$ cat src/fhpa_pkg.sv
// ----------------------------------------------------------------------------
// fhpa_pkg
// Types and codes for the handle pool allocator: the request and response
// transaction layouts, operation codes and status codes.
// ----------------------------------------------------------------------------
package fhpa_pkg;

   localparam int HANDLE_W          = 6;
   localparam int HANDLE_SPACE      = 64;
   localparam int POOL_SIZE_DEFAULT = 64;

   localparam logic [1:0] MODE_ALLOC = 2'd0;
   localparam logic [1:0] MODE_TRY   = 2'd1;
   localparam logic [1:0] MODE_FREE  = 2'd2;

   localparam logic [1:0] ST_OK        = 2'd0;
   localparam logic [1:0] ST_NO_FREED  = 2'd1;
   localparam logic [1:0] ST_NOT_ALLOC = 2'd2;
   localparam logic [1:0] ST_EXHAUSTED = 2'd3;

   typedef struct packed {
      logic [1:0]          mode;
      logic [HANDLE_W-1:0] release_handle;
   } req_type;

   typedef struct packed {
      logic [HANDLE_W-1:0] granted_handle;
      logic [1:0]          status;
   } rsp_type;

endpackage

$ cat src/fifo_handle_pool_allocator_top.sv
// ----------------------------------------------------------------------------
// fifo_handle_pool_allocator_top
// Hands out small integer handles, reusing freed ones in first-in first-out
// order and minting fresh ones while the pool has room.
// ----------------------------------------------------------------------------
// Usage:
//   The req channel carries one operation per transaction: allocate, try
//   allocate (reuse a freed handle only) or deallocate. Every request gives
//   exactly one transaction on the rsp channel with a handle and a status.
//   Both channels use valid/stall; a transaction moves when valid is high
//   and stall is low.
//   A request passes through the input register and then the response register.
//   One request is taken every cycle unless the response stalls;
//   the rate is set by the single read port of the freed-handle memory, whose
//   registered read of the next head entry is ready by the following cycle.
//   When the receiver stalls, the response holds, the input register fills,
//   and req_stall rises until the response is taken.
//   Reset clears the allocated map (one flip-flop per handle), the FIFO
//   pointers and the mint counter together; no clearing pass runs.
//   Freed-handle memory contents are only used after being written.
// ----------------------------------------------------------------------------
module fifo_handle_pool_allocator_top
   import fhpa_pkg::*;
#(
   parameter int POOL_SIZE = POOL_SIZE_DEFAULT
) (
   input  logic    clock,
   input  logic    reset,
   input  logic    req_valid,
   output logic    req_stall,
   input  req_type req_data,
   output logic    rsp_valid,
   input  logic    rsp_stall,
   output rsp_type rsp_data
);

   // Handles are 6 bits wide, so at most 64 can ever exist.
   localparam int MINT_LIMIT = (POOL_SIZE < HANDLE_SPACE) ? POOL_SIZE : HANDLE_SPACE;
   localparam int IDX_W      = $clog2(MINT_LIMIT);
   localparam int CNT_W      = $clog2(MINT_LIMIT + 1);
   localparam logic [IDX_W-1:0] LAST_IDX  = IDX_W'(MINT_LIMIT - 1);
   localparam logic [CNT_W-1:0] MINT_MAX  = CNT_W'(MINT_LIMIT);
   localparam logic [HANDLE_W:0] REL_LIM  = (HANDLE_W + 1)'(MINT_LIMIT);

   function automatic logic [IDX_W-1:0] next_slot(input logic [IDX_W-1:0] i);
      return (i == LAST_IDX) ? '0 : i + 1'b1;
   endfunction

   // Pipeline control.
   logic    s1_valid_ff, s1_valid_in;
   req_type s1_ff;
   logic    rsp_valid_ff, rsp_valid_in;
   rsp_type rsp_ff, rsp_in;
   logic    s1_fire;
   logic    req_accept;

   // Pool state.
   logic [MINT_LIMIT-1:0] map_ff, map_in;
   logic [IDX_W-1:0]      head_ff, head_in;
   logic [IDX_W-1:0]      tail_ff, tail_in;
   logic [CNT_W-1:0]      count_ff, count_in;
   logic [CNT_W-1:0]      minted_ff, minted_in;
   logic [HANDLE_W-1:0]   head_data_ff;
   logic [HANDLE_W-1:0]   fifo_mem [MINT_LIMIT];
   logic                  wr_en;
   logic                  rel_ok;
   logic [IDX_W-1:0]      rel_idx;

   // Advance the input register whenever the response register is free or
   // is being drained this cycle.
   assign s1_fire    = s1_valid_ff && (!rsp_valid_ff || !rsp_stall);
   assign req_stall  = s1_valid_ff && !s1_fire;
   assign req_accept = req_valid && !req_stall;

   assign rsp_valid = rsp_valid_ff;
   assign rsp_data  = rsp_ff;

   always_comb begin
      s1_valid_in = req_accept ? 1'b1 : (s1_fire ? 1'b0 : s1_valid_ff);
      if (s1_fire) begin
         rsp_valid_in = 1'b1;
      end else if (!rsp_stall) begin
         rsp_valid_in = 1'b0;
      end else begin
         rsp_valid_in = rsp_valid_ff;
      end
   end

   assign rel_ok  = {1'b0, s1_ff.release_handle} < REL_LIM;
   assign rel_idx = s1_ff.release_handle[IDX_W-1:0];

   // One operation per fired request: touch at most one map bit, one FIFO slot
   // and the counters.
   always_comb begin
      map_in                = map_ff;
      head_in               = head_ff;
      tail_in               = tail_ff;
      count_in              = count_ff;
      minted_in             = minted_ff;
      wr_en                 = 1'b0;
      rsp_in.granted_handle = '0;
      rsp_in.status         = ST_OK;
      if (s1_fire) begin
         case (s1_ff.mode)
            MODE_ALLOC, MODE_TRY: begin
               if (count_ff != '0) begin
                  // Reuse the oldest freed handle.
                  rsp_in.granted_handle            = head_data_ff;
                  map_in[head_data_ff[IDX_W-1:0]] = 1'b1;
                  head_in                          = next_slot(head_ff);
                  count_in                         = count_ff - 1'b1;
               end else if (s1_ff.mode == MODE_TRY) begin
                  rsp_in.status = ST_NO_FREED;
               end else if (minted_ff < MINT_MAX) begin
                  rsp_in.granted_handle          = HANDLE_W'(minted_ff);
                  map_in[minted_ff[IDX_W-1:0]] = 1'b1;
                  minted_in                      = minted_ff + 1'b1;
               end else begin
                  rsp_in.status = ST_EXHAUSTED;
               end
            end
            MODE_FREE: begin
               if (!rel_ok || !map_ff[rel_idx]) begin
                  rsp_in.status = ST_NOT_ALLOC;
               end else begin
                  map_in[rel_idx] = 1'b0;
                  wr_en           = 1'b1;
                  tail_in         = next_slot(tail_ff);
                  count_in        = count_ff + 1'b1;
               end
            end
            default: begin
            end
         endcase
      end
   end

   always_ff @(posedge clock) begin
      if (reset) begin
         s1_valid_ff  <= 1'b0;
         rsp_valid_ff <= 1'b0;
         map_ff       <= '0;
         head_ff      <= '0;
         tail_ff      <= '0;
         count_ff     <= '0;
         minted_ff    <= '0;
      end else begin
         s1_valid_ff  <= s1_valid_in;
         rsp_valid_ff <= rsp_valid_in;
         map_ff       <= map_in;
         head_ff      <= head_in;
         tail_ff      <= tail_in;
         count_ff     <= count_in;
         minted_ff    <= minted_in;
      end
   end

   // Payload registers: load on transfer, hold otherwise.
   always_ff @(posedge clock) begin
      if (req_accept) begin
         s1_ff <= req_data;
      end
      if (s1_fire) begin
         rsp_ff <= rsp_in;
      end
   end

   // Freed-handle memory. Read the entry at the next head every cycle so the
   // oldest handle is registered and ready; bypass a write to that slot.
   always_ff @(posedge clock) begin
      if (wr_en) begin
         fifo_mem[tail_ff] <= s1_ff.release_handle;
      end
      if (wr_en && (tail_ff == head_in)) begin
         head_data_ff <= s1_ff.release_handle;
      end else begin
         head_data_ff <= fifo_mem[head_in];
      end
   end

endmodule

$ cat config.mk
export PLATFORM = sky130hd
export DESIGN_NAME = fifo_handle_pool_allocator_top
export DESIGN_NICKNAME = d
export VERILOG_FILES = /design/src/fhpa_pkg.sv /design/src/fifo_handle_pool_allocator_top.sv
export SDC_FILE = /design/constraint.sdc
export NUM_CORES = 1
export LEC_CHECK = 0
export BUFFER_PORTS_ARGS = -buffer_cell sky130_fd_sc_hd__buf_4
export CORE_MARGIN = 8
export CORE_UTILIZATION = 35
export DETAILED_ROUTE_END_ITERATION = 8
export SLEW_MARGIN = 20
export SYNTH_ARGS = -nofsm -noshare
export SYNTH_HDL_FRONTEND = slang
export SYNTH_SLANG_ARGS = --single-unit
$ cat constraint.sdc
create_clock -name clock -period 10.9 [get_ports clock]
set_clock_uncertainty 0.05 [all_clocks]
set_input_delay 0.545 -clock clock [delete_from_list [all_inputs] [get_ports clock]]
set_output_delay 0.545 -clock clock [all_outputs]
set_load 0.01 [all_outputs]
==> impl_metrics.csv <==
group,metric,value,unit
run_status,status,"finished, final reports clean",
route,drt_pass1_iterations,6,
final_layout,final_cell_mix,"400 x edfxtp_1, 140 x nor2_1, 95 x dfxtp_1",
route,wl,56600,um
sta,grt_setup_unrepaired,"false",
global_routing,use_met1,0.209,
global_routing,grt_use_met3,0.0337,
final_layout,finalInstanceArea,0.0240,mm^2
floorplan,die_h,264,um
global_routing,met2_usage,0.248,
critical_path,critPathMaxFanout,55,
route,drc,0,
sta,hold_slack,0.0600,ns
clocking,clock-sinks,498,
yosys,synth_edf_count,400,
yosys,ys_ff_latch,498,
clocking,holdBufCountCts,0,
clocking,cts_max_path_buffers,3,
critical_path,path_class,"reg2reg",
yosys,seq_area_frac_synth,0.647,
final_layout,fin_nets,1499,
floorplan,start_util,0.352,
yosys,yosys-top-cells-area,"edfxtp_1 56%, dfxtp_1 9.1%, mux4_2 8.1%, mux2i_1 2.5%, nor2_1 2.4%",
final_layout,final_common_cell,"edfxtp_1",
critical_path,crit_chain,"buf_4, buf_4, mux4_2, mux2_2, a221oi_1, and4bb_2, a21oi_1, nand3_1, o221ai_1",
yosys,synthDistinctLibCells,80,
clocking,root_buffer,"clkbuf_16",
yosys,async_flop_share,0,
yosys,synth_top_cell_area_share,0.556,
sta,setup_viol,0,
sta,period_minus_slack,5.26,ns
global_routing,grt_pass1_vias,13400,
sta,worst_slew_pin_slew,1.23,ns
placement,io_buffers,21,
route,routed-via-count,13500,
final_layout,area_delta_synth_final,11.0,%
global_routing,grt_use_total,0.157,
route,wire_per_inst,24.5,um
sta,slew_violations,0,
critical_path,critPathCaptureType,"flop",
sta,slew_headroom,0.180,
clocking,post-cts-setup-buffers,0,
clocking,clk_latency,0.62,ns
yosys,yosysWarnings,0,
floorplan,pin_count,22,
final_layout,antennaDiodeCount,0,
critical_path,worstPathRequired,11.37,ns
yosys,syn_inst,1487,
yosys,syn_area_per_cell,14.5,um^2
critical_path,worstSetupStartpointType,"flop",
final_layout,register_area,0.0140,mm^2
global_routing,grt_max_degree,99,
route,drtIter0Drc,1753,
route,vias_per_cell,5.83,
yosys,synthFlopType,"edfxtp_1",
critical_path,reg2reg_setup_slack,5.64,ns
critical_path,max_stage_delay,0.96,ns
route,ant_nets,0,
yosys,syn-num-nets,1508,
final_layout,multi_input_area,0.00706,mm^2
hold_path,hold_depth,1,
placement,hpwlAfterDp,35600,um
clocking,cts_buffers,51,
run,cap_violations,0,
placement,dpl_cell_area,0.0224,mm^2
final_layout,nFillCells,5568,
clocking,cts-htree-levels,2,
critical_path,path_common_cell,"buf_4",
floorplan,die_x,264,um
global_routing,gr-total-overflow,0,
pwr,pwr_density_cell,168,mW/mm^2
clocking,cts_tree,"yes",
sta,hold_viol,0,
global_routing,grt_pass1_wl,85100,um
final_layout,drive_gt1_frac,0.159,
pwr,power,4020,uW
yosys,netlist_area,0.0216,mm^2
clocking,clk_transition_reported_paths,0.06,ns
critical_path,cpMaxStageDelayCell,"a21oi_1",
floorplan,die_area,0.0699,mm^2
placement,gp_congestion,0.891,
critical_path,cp.arrival,5.73,ns
sta,max_freq,190,MHz
clocking,cts_resized,0,
pwr,cellLeakagePower,0.00735,uW
critical_path,reg2reg_depth,9,
hold_path,min_path_type,"in2reg",
pwr,peakVddDrop,0.0952,mV
floorplan,row_count,91,
yosys,post-synth-top-area-cell,"edfxtp_1",
sta,layout_worst_path_cycle_share,0.482,
sta,tns,0,ns
global_routing,antenna_found_initial,0,
global_routing,busiest_layer,"met2",
floorplan,coreArea,0.0614,mm^2
critical path, delay by kind of cell (launching register included):
kind | cells | cell delay (ns)
compound gates | 3 | 1.52
mux | 2 | 0.88
buf+inv | 2 | 1.42
flops | 1 | 0.65
simple gates | 2 | 0.60
final cells by class:
type	instances	share of cell area
tap	790	0.0412
timing repair buffer	39	0.0122
clock inverter	25	0.00945
inverter	16	0.00250
clock buffer	68	0.0571
multi-input combinational	872	0.294
sequential	498	0.583
sequential cells by signal (all words and copies together), names as in the netlist, named ones only:
register / flops
count_ff: 7
fifo_mem: 384
head_ff: 6
map_ff: 64
minted_ff: 7
rel_idx: 6
rsp_data: 8
rsp_valid: 1
s1_ff: 2
s1_valid_ff: 1
tail_ff: 6
through the flow:
stage                     utilization  worst slack [ns]  std cells
after floorplan                     -              6.77       1487
after global placement          0.365              5.80       2215
after detailed placement        0.365              5.72       2215
after CTS                       0.391              5.70       2308
after global routing            0.391              5.38       2308
final                           0.391              5.64       2308
report_power, final:
group          total (uW)  switching [uW]  internal [uW]
clock                1690             730            957
sequential           2070            12.9           2060
combinational         256             172           83.9
cell families (layout without fill, tap and decap cells):
family                     count (synthesis)  count (layout)  share of synthesized area
xor gates and xnor gates                  14              14                    0.00568
AOI/OAI and AO/OA                        281             281                     0.0979
buffers and inverters                    117             148                     0.0264
adders and majority gates                  9               9                    0.00556
DFF                                      498             498                      0.647
and+or+nand+nor                          417             417                     0.0984
muxes                                    151             151                      0.119
cell usage after synthesis (6+ instances only):
cell type and n:
mux4_2 78, mux2_2 16, a22oi_1 23, buf_2 8
o31ai_1 6, nor3_1 8, a21oi_1 35, and3b_1 6
nor2_1 140, nor2b_1 23, buf_1 10, and3_1 14
and2_1 17, dfxtp_1 98, xnor2_1 9, nand3_1 41
o221ai_1 37, or3_1 12, buf_4 12, a21o_1 9
a221oi_1 21, a211oi_1 9, o211ai_1 39, ha_1 8
nand4_1 16, inv_1 15, nand3b_1 10, edfxtp_1 400
nand2_1 77, buf_6 10, o41ai_1 6, nand2b_1 16
clkbuf_1 61, o21ai_0 33, a31oi_1 15, mux2i_1 53
worst paths after layout:
| kind | endpoint | start |
|---|---|---|
| worst max-delay path | map_ff[0]$_SDFFE_PP0P_ | flop |
| worst min-delay path | s1_ff[6]$_DFFE_PP_ | req_data[6] |
| worst max register to register | map_ff[0]$_SDFFE_PP0P_ | flop |
| worst min register to register | map_ff[47]$_SDFFE_PP0P_ | map_ff[47]$_SDFFE_PP0P_ |
routing by layer:
layer / up-vias / part of all wire
met1: 6790 / 0.41
met3: 134 / 0.086
met2: 638 / 0.46
met5: - / 0
li1: 5889 / -
met4: 0 / 0.038
Power figures use the tool's default switching activity.
